--- config.mk ---
export PLATFORM = sky130hd
export DESIGN_NAME = damage_rectangle_accumulator_unit
export DESIGN_NICKNAME = d
export VERILOG_FILES = /design/src/hw/rtl/dra_pkg.sv /design/src/hw/rtl/damage_rectangle_accumulator_unit.sv /design/src/hw/rtl/dra_update.sv
export SDC_FILE = /design/constraint.sdc
export NUM_CORES = 1
export LEC_CHECK = 0
export ABC_AREA = 1
export BUFFER_PORTS_ARGS = -buffer_cell sky130_fd_sc_hd__buf_2
export CORE_UTILIZATION = 40
export DETAILED_ROUTE_END_ITERATION = 16
export PLACE_DENSITY = 0.69
export SLEW_MARGIN = 20
export SYNTH_ARGS = -nofsm -noshare
export SYNTH_HDL_FRONTEND = slang
export SYNTH_HIERARCHICAL = 1
export SYNTH_SLANG_ARGS = --single-unit
--- constraint.sdc ---
create_clock -name clk_i -period 4.46 [get_ports clk_i]
set_input_delay 0.892 -clock clk_i [delete_from_list [all_inputs] [get_ports clk_i]]
set_output_delay 0.892 -clock clk_i [all_outputs]
set_load 0.01 [all_outputs]
--- src/hw/rtl/dra_pkg.sv ---
// Shared types, constants and helpers for the damage rectangle accumulator.
`timescale 1ns / 1ps
`default_nettype none

package dra_pkg;

  localparam int unsigned MAX_DIM = 1024;
  localparam int unsigned COORD_W = $clog2(MAX_DIM);
  localparam int unsigned CFG_W   = 11;
  localparam int unsigned CIDX_W  = 2;

  // stream word widths, rounded up to whole bytes
  localparam int unsigned IN_BITS   = 4 * COORD_W + 1;
  localparam int unsigned IN_DATA_W = ((IN_BITS + 7) / 8) * 8;
  localparam int unsigned OUT_BITS   = 4 * COORD_W;
  localparam int unsigned OUT_DATA_W = ((OUT_BITS + 7) / 8) * 8;

  typedef logic [COORD_W-1:0] coord_t;

  typedef enum logic [1:0] {
    CMD_MARK_CELL   = 2'd0,
    CMD_MARK_ROW    = 2'd1,
    CMD_MARK_SCREEN = 2'd2,
    CMD_FLUSH       = 2'd3
  } dra_cmd_e;

  typedef enum logic [CIDX_W-1:0] {
    REG_SCREEN_ROWS = CIDX_W'(0),
    REG_SCREEN_COLS = CIDX_W'(1)
  } dra_reg_e;

  typedef struct packed {
    logic   dirty;
    coord_t top;
    coord_t left;
    coord_t bottom;
    coord_t right;
  } dra_rect_t;

  typedef struct packed {
    coord_t row;
    coord_t col;
    logic   visible;
  } dra_cursor_t;

  typedef struct packed {
    dra_cmd_e    cmd;
    coord_t      row;
    coord_t      col;
    dra_cursor_t cursor;
  } dra_item_t;

  // Last valid index for a screen size: size clamped to 1..MAX_DIM, minus one.
  function automatic coord_t last_index(logic [CFG_W-1:0] size);
    logic [CFG_W-1:0] s;
    s = size;
    if (s == '0) s = CFG_W'(1);
    if (s > CFG_W'(MAX_DIM)) s = CFG_W'(MAX_DIM);
    return COORD_W'(s - CFG_W'(1));
  endfunction

endpackage

`default_nettype wire

--- src/hw/rtl/damage_rectangle_accumulator_unit.sv ---
// Top level of the damage rectangle accumulator.
`timescale 1ns / 1ps
`default_nettype none

// Keeps one bounding box of damaged character cells. Each input word is a
// command (tuser): mark a cell, mark a row, mark the whole screen, or flush.
// A flush first folds in the old and new cursor cells if the cursor moved,
// then, if anything is dirty, sends the box out as one word and goes clean.
// Throughput is one word per clock while the output is not held back: a word
// is captured in the input register, its effect on the box is computed
// combinationally and lands in the state and output registers when the output
// slot is free, so a result word passes the input and output registers in turn.
// Screen size registers may only be written while the block is idle.
module damage_rectangle_accumulator_unit (
  input  logic                               clk_i,
  input  logic                               rst_ni,
  input  logic                               s_axis_tvalid,
  output logic                               s_axis_tready,
  // row, col, cursor_row, cursor_col, cursor_visible
  input  logic [dra_pkg::IN_DATA_W-1:0]      s_axis_tdata,
  // cmd
  input  logic [1:0]                         s_axis_tuser,
  output logic                               m_axis_tvalid,
  input  logic                               m_axis_tready,
  // top row, left column, bottom row, right column
  output logic [dra_pkg::OUT_DATA_W-1:0]     m_axis_tdata,
  input  logic                               cfg_valid_i,
  output logic                               cfg_ready_o,
  input  logic [dra_pkg::CIDX_W-1:0]         cfg_index_i,
  input  logic [dra_pkg::CFG_W-1:0]          cfg_data_i
);
  import dra_pkg::*;

  localparam coord_t ROWS_LAST_RST = COORD_W'(23);
  localparam coord_t COLS_LAST_RST = COORD_W'(79);

  logic        in_valid_q;
  dra_item_t   in_q, in_d;
  logic        adv;

  dra_rect_t   rect_q, rect_d;
  dra_cursor_t seen_q, seen_d;
  coord_t      rows_last_q, cols_last_q;

  logic        emit;
  dra_rect_t   result;
  logic        out_valid_q;
  dra_rect_t   out_q;

  // stage moves when the output slot is free or being drained
  assign adv           = !out_valid_q || m_axis_tready;
  assign s_axis_tready = !in_valid_q || adv;
  assign cfg_ready_o   = 1'b1;

  always_comb begin
    in_d                = in_q;
    in_d.cmd            = dra_cmd_e'(s_axis_tuser);
    in_d.row            = s_axis_tdata[COORD_W-1:0];
    in_d.col            = s_axis_tdata[2*COORD_W-1:COORD_W];
    in_d.cursor.row     = s_axis_tdata[3*COORD_W-1:2*COORD_W];
    in_d.cursor.col     = s_axis_tdata[4*COORD_W-1:3*COORD_W];
    in_d.cursor.visible = s_axis_tdata[4*COORD_W];
  end

  always_ff @(posedge clk_i or negedge rst_ni) begin
    if (!rst_ni) begin
      in_valid_q <= 1'b0;
    end else if (s_axis_tready) begin
      in_valid_q <= s_axis_tvalid;
    end
  end

  always_ff @(posedge clk_i) begin
    if (s_axis_tvalid && s_axis_tready) in_q <= in_d;
  end

  dra_update u_update (
    .item_i      (in_q),
    .rect_i      (rect_q),
    .seen_i      (seen_q),
    .rows_last_i (rows_last_q),
    .cols_last_i (cols_last_q),
    .rect_o      (rect_d),
    .seen_o      (seen_d),
    .emit_o      (emit),
    .result_o    (result)
  );

  always_ff @(posedge clk_i or negedge rst_ni) begin
    if (!rst_ni) begin
      rect_q      <= '0;
      seen_q      <= '0;
      out_valid_q <= 1'b0;
    end else if (adv) begin
      out_valid_q <= in_valid_q && emit;
      if (in_valid_q) begin
        rect_q <= rect_d;
        seen_q <= seen_d;
      end
    end
  end

  always_ff @(posedge clk_i) begin
    if (adv && in_valid_q && emit) out_q <= result;
  end

  // screen size is held as its clamped last index
  always_ff @(posedge clk_i or negedge rst_ni) begin
    if (!rst_ni) begin
      rows_last_q <= ROWS_LAST_RST;
      cols_last_q <= COLS_LAST_RST;
    end else if (cfg_valid_i) begin
      unique case (cfg_index_i)
        REG_SCREEN_ROWS: rows_last_q <= last_index(cfg_data_i);
        REG_SCREEN_COLS: cols_last_q <= last_index(cfg_data_i);
        default: ;
      endcase
    end
  end

  assign m_axis_tvalid = out_valid_q;
  assign m_axis_tdata  = OUT_DATA_W'({out_q.right, out_q.bottom, out_q.left, out_q.top});

endmodule

`default_nettype wire

--- src/hw/rtl/dra_update.sv ---
// Next-state and result logic for one command word.
`timescale 1ns / 1ps
`default_nettype none

module dra_update (
  input  dra_pkg::dra_item_t   item_i,
  input  dra_pkg::dra_rect_t   rect_i,
  input  dra_pkg::dra_cursor_t seen_i,
  input  dra_pkg::coord_t      rows_last_i,
  input  dra_pkg::coord_t      cols_last_i,
  output dra_pkg::dra_rect_t   rect_o,
  output dra_pkg::dra_cursor_t seen_o,
  output logic                 emit_o,
  output dra_pkg::dra_rect_t   result_o
);
  import dra_pkg::*;

  // Load on a clean rectangle, otherwise widen each edge.
  function automatic dra_rect_t mark(dra_rect_t s, coord_t r0, coord_t c0,
                                     coord_t r1, coord_t c1);
    dra_rect_t n;
    n = s;
    if (!s.dirty) begin
      n.top    = r0;
      n.left   = c0;
      n.bottom = r1;
      n.right  = c1;
    end else begin
      if (r0 < s.top)    n.top    = r0;
      if (c0 < s.left)   n.left   = c0;
      if (r1 > s.bottom) n.bottom = r1;
      if (c1 > s.right)  n.right  = c1;
    end
    n.dirty = 1'b1;
    return n;
  endfunction

  dra_rect_t flush_rect;
  logic      cursor_moved;

  assign cursor_moved = (item_i.cursor != seen_i);

  always_comb begin
    flush_rect = rect_i;
    if (cursor_moved) begin
      flush_rect = mark(rect_i, seen_i.row, seen_i.col, seen_i.row, seen_i.col);
      flush_rect = mark(flush_rect, item_i.cursor.row, item_i.cursor.col,
                        item_i.cursor.row, item_i.cursor.col);
    end
  end

  always_comb begin
    rect_o   = rect_i;
    seen_o   = seen_i;
    emit_o   = 1'b0;
    result_o = flush_rect;
    unique case (item_i.cmd)
      CMD_MARK_CELL: begin
        rect_o = mark(rect_i, item_i.row, item_i.col, item_i.row, item_i.col);
      end
      CMD_MARK_ROW: begin
        rect_o = mark(rect_i, item_i.row, '0, item_i.row, cols_last_i);
      end
      CMD_MARK_SCREEN: begin
        rect_o.dirty  = 1'b1;
        rect_o.top    = '0;
        rect_o.left   = '0;
        rect_o.bottom = rows_last_i;
        rect_o.right  = cols_last_i;
      end
      CMD_FLUSH: begin
        if (cursor_moved) seen_o = item_i.cursor;
        emit_o       = flush_rect.dirty;
        rect_o       = flush_rect;
        rect_o.dirty = 1'b0;
      end
      default: begin
        rect_o = rect_i;
      end
    endcase
  end

endmodule

`default_nettype wire

# Word-level counts from Yosys, hierarchy flattened
# Cells that the tools add are included.
# totals
reg_bits	167
in_bits	68
output_inout_bits	43
word_cells	98
# op_classes
addsub	2
order_cmp	16
n_eq_ne	9
mux	32
n_reduce_logical	17
# ops
cell	count
two-way mux 10 bit	20
one-hot mux 41 bit (4 select lines)	1
two-way mux 40 bit	4
> comparator 10 bit	7
< comparator 10 bit	6
two-way mux 11 bit	5
two-way mux 41 bit	1
> comparator 11 bit (second input constant)	2
!= test 21 bit	1
subtractor 10 x 1 -> 10 bit (second input constant)	2
!= test 3 x 2 -> 1 bit (second input constant)	4
AND reduction 4 bit	3
zero test 11 bit	1
< comparator 1 x 10 -> 1 bit (first input constant)	1
AND reduction 2 bit	3
equality test 2 x 1 -> 1 bit (second input constant)	2
equality test 2 bit (second input constant)	2
logical AND 1 bit	4
zero test 2 bit	2
zero test 1 bit	2
logical OR 1 bit	2
two-way mux 1 bit	1

# Depth between registers and ports, before layout
# Gate-level depths: netlist of the first run.
# depth
depth_word	9
depth_mapped	24
mapped_depth_nobuf	24

# Cells and area by module
# The synthesis of the first run kept the hierarchy.
# modules_own_cells
module	instances	cells_each	area_per_inst_um2
dra_update	1	1168	6309.8
damage_rectangle_accumulator_unit	1	375	5995.8

# Worst setup path before layout of the first run
# OpenSTA, ideal clock, no wires.
# synth_path
path_type	reg-to-reg
start	register rect_q[40] (netlist name)
end	register out_q, in the netlist m_axis_tdata[0], enable pin
setup_time_ns	0.437
arrival_ns	3.199
slack_ns	0.824
path_stages_with_launch	9
path_buffers	4
period_less_slack_ns	3.636
cell_sequence	dfrtp_1 > clkbuf_1 > buf_2 > buf_2 > clkbuf_1 > inv_1 > a21oi_1 > inv_1 > nor2_1
# synth_between
elab_chain_len	3
# synth_rtl
item	line_no	source
start, declared	damage_rectangle_accumulator_unit.sv:41	dra_rect_t rect_q, rect_d;
start signal, assigned	damage_rectangle_accumulator_unit.sv:97	rect_q <= rect_d;
two-way mux 41 bit	dra_update.sv:45	if (cursor_moved) begin
two-way mux 1 bit	dra_update.sv:57	unique case (item_i.cmd)
named net emit	damage_rectangle_accumulator_unit.sv:45	logic emit;
logical AND 1 bit	damage_rectangle_accumulator_unit.sv:104	if (adv && in_valid_q && emit) out_q <= result;
end signal, assigned	damage_rectangle_accumulator_unit.sv:104	
end, declared	damage_rectangle_accumulator_unit.sv:48	dra_rect_t out_q;
# The timed path passes the listed nets, and every way through them passes these cells.
# A chain may end at the register's enable or synchronous reset.

==> impl_metrics.ini, run 1 <==
[status]
status = finished, final reports clean

[global_route]
grt_max_degree = 63
grt_pass1_wl_um = 56090
grt_pass1_vias = 10572
grtUsageTotal_pct = 23.20
grt_remaining_overflow = 0
antenna_found_initial = 0

[power]
pwr-share-clk_pct = 14.9
power_density_mw_per_mm2 = 715.6
leakagePower_nw = 6.676
p_int_mw = 5.114
irDropWorstVdd_mv = 0.3223
swShare_pct = 48.24
seq_power_share_pct = 26.7
combPwrFrac_pct = 58.4
netSwitchingPower_mw = 4.765

[route]
ant_nets = 0
drc = 0
dr.first_iter.drc_count = 1021
drt_first_pass_iters = 5
vias_per_cell = 5.508
via_count = 11215
wl_um = 35950
wl_per_cell_um = 17.66

[setup_path]
slowest_delay_ns = 0.45
reg2reg_to = rect_q[12]
cp.arrival_ns = 4.33
setup.worst_path.end_class = register
crit_path_cell_trace = inv_1 > ha_1 > a21oi_1 > o21ai_0 > nand2_1 > nand4_1 > o22ai_1 > buf_4 > nand3_1 > and2_1 > ha_1 > nand2_1 > nor3_1 > o21ai_0 > o2111ai_1 > nand2_1 > clkinv_1 > nand2_1 > nand3_1 > nand2_1 > nand2_1 > nand2_1 > mux2_2
endpoint = rect_q[12]
r2r_start = rect_q[15]
criticalPathCategory = register to register
startpoint = rect_q[15]
start_kind = register
worstPathMaxFanout = 10
required_ns = 4.79
ff2ff_path_depth = 23
cp_slowest_cell = dfrtp_1
cpMostUsedCell = nand2_1
ff2ff_setup_slack_ns = 0.47

[placed_design]
place_ws_ns = 0.5279
io_buffer_count = 102
placed_area_mm2 = 0.01323
gp_routability_congestion = 0.9161
detailed_place_hpwl_um = 26690
dp_cells = 2004

[cts]
clk_pin_slew_ns = 0.07
cts_resized = 0
clk-insertion-delay-late_ns = 0.45
root_buffer = clkbuf_16
h-tree-depth = 4
cts_sinks = 167
numCtsBuffers = 17
cts_tree = yes
clock_path_buffers = 2
postCtsSetupRepairBufs = 0
cts_hold_buf = 0

[synthesis]
synthesis.instances = 1542
syn-cell-area_mm2 = 0.01230
synth_nets = 1735
avgSynthCellArea_um2 = 7.978
yosys_warnings = 6

[timing]
rsz0062_at_grt = false
finalCriticalPeriod_ns = 3.993
setup_slack_ns = 0.4673
slew_headroom_pct = 39.50
hold_violations = 0
timing.final.crit_share_pct = 89.52
finClkSkew_ns = 0.01195
worst_slew_pin_slew_ns = 0.9075
fmax_mhz = 250.5
finalSetupViolCount = 0
slew_violations = 0
finalSetupTns_ns = 0

[floorplan]
die_x_um = 177.4
num_io_pins = 111
die_y_um = 177.4
initial_core_util_pct = 41.07
rows = 63
die-area_mm2 = 0.03146
core_area_mm2 = 0.02995

[finish]
final_cells = 2036
drive_above_1_share_pct = 15.86
fin_util_pct = 46.09
num-fill-cells = 2938
synthToLayoutAreaGrowth_pct = 12.22
nets = 1826
antenna_cells = 0
design_area_mm2 = 0.01380

[min_path]
min_path_type = register to register

[run]
cap_viol_max_count = 0
[cell usage in the layout, fill, tap and decap left out, types with 4 or more instances in the layout]
master / count
a21oi_1: 81
a31oi_1: 9
and2_1: 39
buf_2: 101
buf_4: 25
clkbuf_16: 17
dfrtp_1: 75
dfstp_2: 9
edfxtp_1: 83
ha_1: 125
inv_1: 160
inv_2: 7
inv_6: 5
inv_8: 5
mux2_2: 62
nand2_1: 403
nand2_2: 7
nand3_1: 175
nand4_1: 21
nor2_1: 62
nor3_1: 6
o211ai_1: 10
o21a_1: 4
o21ai_0: 86
o21ai_1: 6
xnor2_1: 4
xor2_1: 11
[per-stage QoR]
stage | total power [mW] | hold slack (ns)
2_1_floorplan | 6.693 | 0.4492
3_3_place_gp | 8.113 | 0.4720
3_5_place_dp | 8.305 | 0.4776
4_1_cts | 9.818 | 0.4953
5_1_grt | 10.77 | 0.5202
6_report | 9.879 | 0.4935
[registers in the layout, summed over array words and instances, names as in the netlist]
register	cells
seen_q	21
in_q	43
rect_q	41
cols_last_q	10
rows_last_q	10
m_axis_tvalid	1
m_axis_tdata	40
in_valid_q	1
[worst min path at each step]
stage / start / slack (ns) / cells past startpoint / to
2_1_floorplan: rows_last_q[5] / 0.45 / 2 / rows_last_q[5]
3_3_place_gp: rows_last_q[5] / 0.47 / 2 / rows_last_q[5]
3_5_place_dp: rows_last_q[5] / 0.48 / 2 / rows_last_q[5]
4_1_cts: rows_last_q[0] / 0.50 / 2 / rows_last_q[0]
5_1_grt: rect_q[22] / 0.52 / 1 / rect_q[22]
6_report: rows_last_q[0] / 0.49 / 2 / rows_last_q[0]
[power groups by stage]
stage / logic (mW) / registers, mW / clock network [mW]
after CTS: 5.68 / 2.63 / 1.50
after global placement: 5.47 / 2.64 / 0
after detailed placement: 5.65 / 2.66 / 0
final: 5.76 / 2.64 / 1.47
after floorplan: 4.15 / 2.54 / 0
after global routing: 6.51 / 2.69 / 1.56
[worst max-delay path: cells and delay by family (launching register included)]
| family | cells | cell delay (ns) |
|---|---|---|
| compound gates | 5 | 0.69 |
| buf+inv | 3 | 0.52 |
| fa+ha+maj | 2 | 0.65 |
| mux | 1 | 0.26 |
| flops | 1 | 0.45 |
| simple gates | 12 | 1.32 |
[area by class of cell]
class / instances / area (µm²) / area share (%)
clock buffer: 17 / 425.4 / 3.082
tap: 390 / 488.0 / 3.535
clock inverter: 15 / 143.9 / 1.042
timing repair buffer: 126 / 693.2 / 5.021
multi-input combinational: 1150 / 6805 / 49.30
inverter: 171 / 643.1 / 4.659
sequential: 167 / 4606 / 33.36
[metal layers]
layer	up-vias	share of wire, %	GRT usage, %
met5	-	0	0
li1	5401	-	-
met1	5295	47	32.72
met4	0	3.1	9.117
met3	76	6.4	3.428
met2	443	44	35.60
(Power assumes the default switching activity.)
==> run 2: changes to the inputs <==
--- a/config.mk
+++ b/config.mk
@@ -9,5 +9,5 @@
 export BUFFER_PORTS_ARGS = -buffer_cell sky130_fd_sc_hd__buf_2
-export CORE_UTILIZATION = 40
+export CORE_UTILIZATION = 25
 export DETAILED_ROUTE_END_ITERATION = 16
-export PLACE_DENSITY = 0.69
+export PLACE_DENSITY = 0.52
 export SLEW_MARGIN = 20
==> constraint.sdc (replaced) <==
create_clock -name clk_i -period 4.46 [get_ports clk_i]
set_input_delay 1.115 -clock clk_i [delete_from_list [all_inputs] [get_ports clk_i]]
set_output_delay 1.115 -clock clk_i [all_outputs]
set_load 0.01 [all_outputs]
==> run 2 against run 1 <==
Hold slack about the same. Critical path depth unchanged. Sequential power about the same. Critical path type unchanged. Critical endpoint is now rect_q[13]. Largest cell class unchanged.
==> impl_metrics.ini, run 2 (synthesis gave the netlist of run 1 again) <==
[global_route]
grt_pass1_wl_um = 60640
grt_pass1_vias = 10368
antenna_found_initial = 1
grt_max_degree = 50
grtUsageTotal_pct = 15.94
grt_remaining_overflow = 0

[route]
wl_um = 39470
drc = 0
wirelength_met1_um = 19160
routed-wl-met3_um = 2059
ant_nets = 0
vias_per_cell = 4.746
drt_first_pass_iters = 5
top_layer = met4
via_count = 10944
wl_per_cell_um = 17.11
dr.first_iter.drc_count = 945
met2_length_um = 17400

[placed_design]
io_buffer_count = 102
gp_routability_congestion = 0.9031
place_ws_ns = 0.2178
detailed_place_hpwl_um = 30370
dp_cells = 2274
placed_area_mm2 = 0.01361

[cts]
cts_hold_buf = 0
postCtsSetupRepairBufs = 0
cts_tree = yes
cts_sinks = 167
h-tree-depth = 4
clk_pin_slew_ns = 0.07
root_buffer = clkbuf_16
cts_resized = 0
clock_path_buffers = 2
clk-insertion-delay-late_ns = 0.46
numCtsBuffers = 17

[timing]
rsz0062_at_grt = false
slew_headroom_pct = 40.11
hold_violations = 0
setup_slack_ns = 0.3193
finClkSkew_ns = 0.01449
finalSetupTns_ns = 0
slew_violations = 0
fmax_mhz = 241.5
finalCriticalPeriod_ns = 4.141
finalSetupViolCount = 0
timing.final.crit_share_pct = 92.84
worst_slew_pin_slew_ns = 0.8974

[floorplan]
core_area_mm2 = 0.04815
die_y_um = 223.8
rows = 80
initial_core_util_pct = 25.55
num_io_pins = 111
die-area_mm2 = 0.05010
die_x_um = 223.8

[finish]
top_register = in_q
design_area_mm2 = 0.01420
mostFrequentLayoutCells = nand2_1, nand3_1, inv_1
final_common_cell = nand2_1
nets = 1830
final_cells = 2306
synthToLayoutAreaGrowth_pct = 15.47
drive_above_1_share_pct = 16.18
largest_register_ffs = 43
antenna_cells = 0

[setup_path]
slowest_delay_ns = 0.43
setup.worst_path.end_class = register
crit_path_cell_trace = inv_1 > ha_1 > a21oi_1 > o21ai_0 > nand2_1 > nand4_1 > o22ai_1 > buf_4 > nand3_1 > and2_1 > ha_1 > nand4_1 > nor3_2 > o21ai_0 > o2111ai_1 > nand2_1 > clkinv_1 > nand2_1 > nand3_1 > nand2_1 > nand2_1 > nand2_1 > mux2_2
path_buf_inv = 3
cpMostUsedCell = nand2_1
required_ns = 4.81
cp.arrival_ns = 4.49
worstPathMaxFanout = 10
start_kind = register
cp_slowest_cell = dfrtp_1
path_delay_family = simple AND/OR/NAND/NOR gates
criticalPathCategory = register to register

[power]
irDropWorstVdd_mv = 0.3173
power_density_mw_per_mm2 = 699.8
p_total_mw = 9.940
leakagePower_nw = 6.703

[min_path]
min_path_type = register to register

[run]
cap_viol_max_count = 0

[status]
status = finished, final reports clean
-- run 2: cell count changes in the layout (fill, tap and decap cells not counted), moves of 2 or more --
cell / before / now
clkinv_4: 1 / 6
buf_4: 25 / 28
inv_4: 3 / 0
clkinv_8: 1 / 3
inv_6: 5 / 3
inv_8: 5 / 3
-- run 2: routing by layer --
metal  vias up  global-route usage [%]
li1       5401                       -
met5         -                       0
met1      5147                   22.38
met4         0                   5.479
met2       355                   24.82
met3        41                   2.387
-- run 2: worst paths after layout --
| check | start | endpoint | slack, ns | cells past startpoint |
|---|---|---|---|---|
| worst max-delay path | rect_q[13] | rect_q[13] | 0.32 | 23 |
| worst min-delay path | rows_last_q[0] | rows_last_q[0] | 0.49 | 2 |
| worst max register to register | rect_q[13] | rect_q[13] | 0.32 | 23 |
| worst min register to register | rows_last_q[0] | rows_last_q[0] | 0.49 | 2 |
| max in group asynchronous | rst_ni | rect_q[36] | 2.96 | 2 |
| min in group asynchronous | rst_ni | seen_q[5] | 0.67 | 1 |
-- run 2: tightest hold or removal path: cells and delay by family (launching register included) --
kind               cells  cell delay, ns
DFF                    1            0.37
AOI/OAI and AO/OA      1            0.07
and+or+nand+nor        1            0.05
-- run 2: area by class of cell --
class                           count  area, µm²
Fill cell                        5163      33940
Multi-Input combinational cell   1150       6813
Sequential cell                   167       4606
Tap cell                          656      820.8
Timing Repair Buffer              130      735.7
Inverter                          171      643.1
Clock buffer                       17      425.4
Clock inverter                     15      161.4
-- run 2: power breakdown --
group,leakage (nW),switching (mW),internal [mW]
combinational,4.60,3.59,2.21
clock,0.287,0.746,0.747
sequential,1.82,0.474,2.17
total,6.70,4.81,5.13
-- run 2: metrics by stage --
step                hold WS (ns)  utilization (%)
CTS                       0.4945            29.49
finish                    0.4940            29.50
detailed placement        0.4827            28.27
global route              0.5105            29.50
floorplan                 0.4492                -
global placement          0.4817            28.27
==> run 3: changes to the inputs <==
Settings changed: BUFFER_PORTS_ARGS -buffer_cell sky130_fd_sc_hd__buf_2 to -buffer_cell sky130_fd_sc_hd__buf_4, CORE_UTILIZATION 25 to 50, PLACE_DENSITY 0.52 to 0.81.
==> run 3 against run 2 <==
Maximum frequency is 0.19% lower. Clock skew down 0.0032 ns. Die area decreased by 50%. Combinational power rose by 2%. Global-route usage grew 12 points. Clock power grew 3%. Critical path depth fell by 1. Clock-buffer cell count up 5. Register-to-register slack barely moved. First-iteration DRC count up 34%. Largest power group unchanged.
==> impl_metrics.ini, run 3 (synthesis gave the netlist of run 1 again) <==
[setup_path]
start_kind = register
setup.worst_path.end_class = register
slowest_delay_ns = 0.42
required_ns = 4.78
cp.arrival_ns = 4.47
cpMostUsedCell = nand2_1
cp_slowest_cell = dfrtp_1
ff2ff_path_depth = 22
ff2ff_setup_slack_ns = 0.31
r2r_start = rect_q[9]
worstPathMaxFanout = 10
reg2reg_to = rect_q[1]
crit_path_cell_trace = inv_1 > ha_1 > nand2_1 > nor2_1 > nand4_1 > o22ai_1 > buf_4 > nand3_1 > and2_1 > ha_1 > nand2_1 > o21ai_0 > nand2_1 > o2111ai_1 > nand2_1 > clkinvlp_4 > nand2_1 > nand3_1 > o21ai_1 > nand2_1 > nand2_1 > mux2_2
criticalPathCategory = register to register

[global_route]
grt_remaining_overflow = 0
gr-usage-met2_pct = 44.64
grtUsageMet1_pct = 39.51
grt_max_degree = 66
grt_pass1_wl_um = 56320
grt_use_met3_pct = 4.441
grt_pass1_vias = 10712
grtUsageTotal_pct = 28.08
antenna_found_initial = 0
grt_busiest_layer = met2

[finish]
final_common_cell = nand2_1
mostFrequentLayoutCells = nand2_1, nand3_1, inv_1
nets = 1826
largest_register_ffs = 43
num-fill-cells = 2177
synthToLayoutAreaGrowth_pct = 13.98
drive_above_1_share_pct = 15.92
multi_input_area_mm2 = 0.006808
fin_util_pct = 57.83
antenna_cells = 0
regArea_mm2 = 0.004606
top_register = in_q

[timing]
finalCriticalPeriod_ns = 4.149
holdWs_ns = 0.4900
finalSetupViolCount = 0
slew_violations = 0
timing.final.crit_share_pct = 93.02
slew_headroom_pct = 29.47
worst_slew_pin_slew_ns = 1.056
hold_violations = 0
finClkSkew_ns = 0.01132
fmax_mhz = 241.0

[route]
dr.first_iter.drc_count = 1271
vias_per_cell = 5.745
ant_nets = 0
wl_per_cell_um = 17.92
via_count = 11317
wl_um = 35300
drt_first_pass_iters = 6
drc = 0

[cts]
cts_sinks = 167
cts_tree = yes
numCtsBuffers = 17
root_buffer = clkbuf_16
postCtsSetupRepairBufs = 0
clock_path_buffers = 2
h-tree-depth = 4
clk-insertion-delay-late_ns = 0.44
clk_pin_slew_ns = 0.07

[floorplan]
die_x_um = 158.9
rows = 57
core_area_mm2 = 0.02425
die_y_um = 158.9
num_io_pins = 111
die-area_mm2 = 0.02523
initial_core_util_pct = 50.73

[placed_design]
detailed_place_hpwl_um = 26000
gp_routability_congestion = 0.9381
io_buffer_count = 102

[power]
irDropWorstVdd_mv = 0.2896
power_density_mw_per_mm2 = 717.7
leakagePower_nw = 6.785

[status]
status = finished, final reports clean

[min_path]
min_path_type = register to register
worstHoldStart = rows_last_q[0]
min_to = rows_last_q[0]
hold_path_depth = 2

[run]
cap_viol_max_count = 0
run 3: changes by cell type in the layout (fill, tap and decap cells not counted), moves of 2 or more:
cell       previous run  this run
clkbuf_16            17        19
buf_4                28       126
buf_2               101         0
clkinv_8              3         0
clkinv_4              6         3
clkbuf_8              0         2
inv_8                 3         1
run 3: worst max-delay path, delay by kind of cell, from the launching register on:
family                     cells  cell delay [ns]
and+or+nand+nor               12             1.35
AOI/OAI and AO/OA              4             0.78
buffers and inverters          3             0.58
muxes                          1             0.25
adders and majority gates      2             0.63
DFF                            1             0.42
run 3: worst max path at each step:
stage / from / end / slack [ns] / cells past startpoint
2_1_floorplan: m_axis_tready / m_axis_tdata[0] / 0.74 / 5
3_3_place_gp: rect_q[15] / rect_q[12] / 0.52 / 23
3_5_place_dp: rect_q[15] / rect_q[13] / 0.46 / 23
4_1_cts: rect_q[15] / rect_q[12] / 0.44 / 23
5_1_grt: rect_q[9] / rect_q[1] / -0.007 / 22
6_report: rect_q[9] / rect_q[1] / 0.31 / 22
run 3: what timing repair did:
action,4_1_cts,5_1_grt
hold buffers,0,0
endpoints found under the setup margin,0,5
resized for setup,0,2
run 3: where the power goes:
| group | internal (mW) | leakage (nW) | switching, mW | total, mW |
|---|---|---|---|---|
| clock | 0.878 | 0.304 | 0.659 | 1.54 |
| sequential | 2.18 | 1.82 | 0.463 | 2.64 |
| combinational | 2.27 | 4.66 | 3.62 | 5.89 |
run 3: final cells by class:
cell class | instances | area share (%)
clock buffer | 22 | 3.614
clock inverter | 10 | 0.7495
inverter | 171 | 4.604
multi-input combinational | 1150 | 48.55
sequential | 167 | 32.85
tap | 324 | 2.891
timing repair buffer | 126 | 6.746
run 3: per-stage QoR:
stage / instance area [µm²] / power, mW / setup slack, ns / instances / TNS [ns]
2_1_floorplan: 12300 / 6.693 / 0.7438 / 1542 / 0
3_3_place_gp: 13400 / 8.114 / 0.5230 / 1938 / 0
3_5_place_dp: 13400 / 8.341 / 0.4606 / 1938 / 0
4_1_cts: 14020 / 9.922 / 0.4441 / 1970 / 0
5_1_grt: 14020 / 10.91 / -0.007390 / 1970 / -0.007390
6_report: 14020 / 10.06 / 0.3112 / 1970 / 0
run 3: routing by layer:
| metal | vias to the layer above | wire, µm |
|---|---|---|
| li1 | 5402 | - |
| met1 | 5267 | 15260 |
| met2 | 592 | 16000 |
| met3 | 56 | 3341 |
| met4 | 0 | 702 |
| met5 | - | 0 |
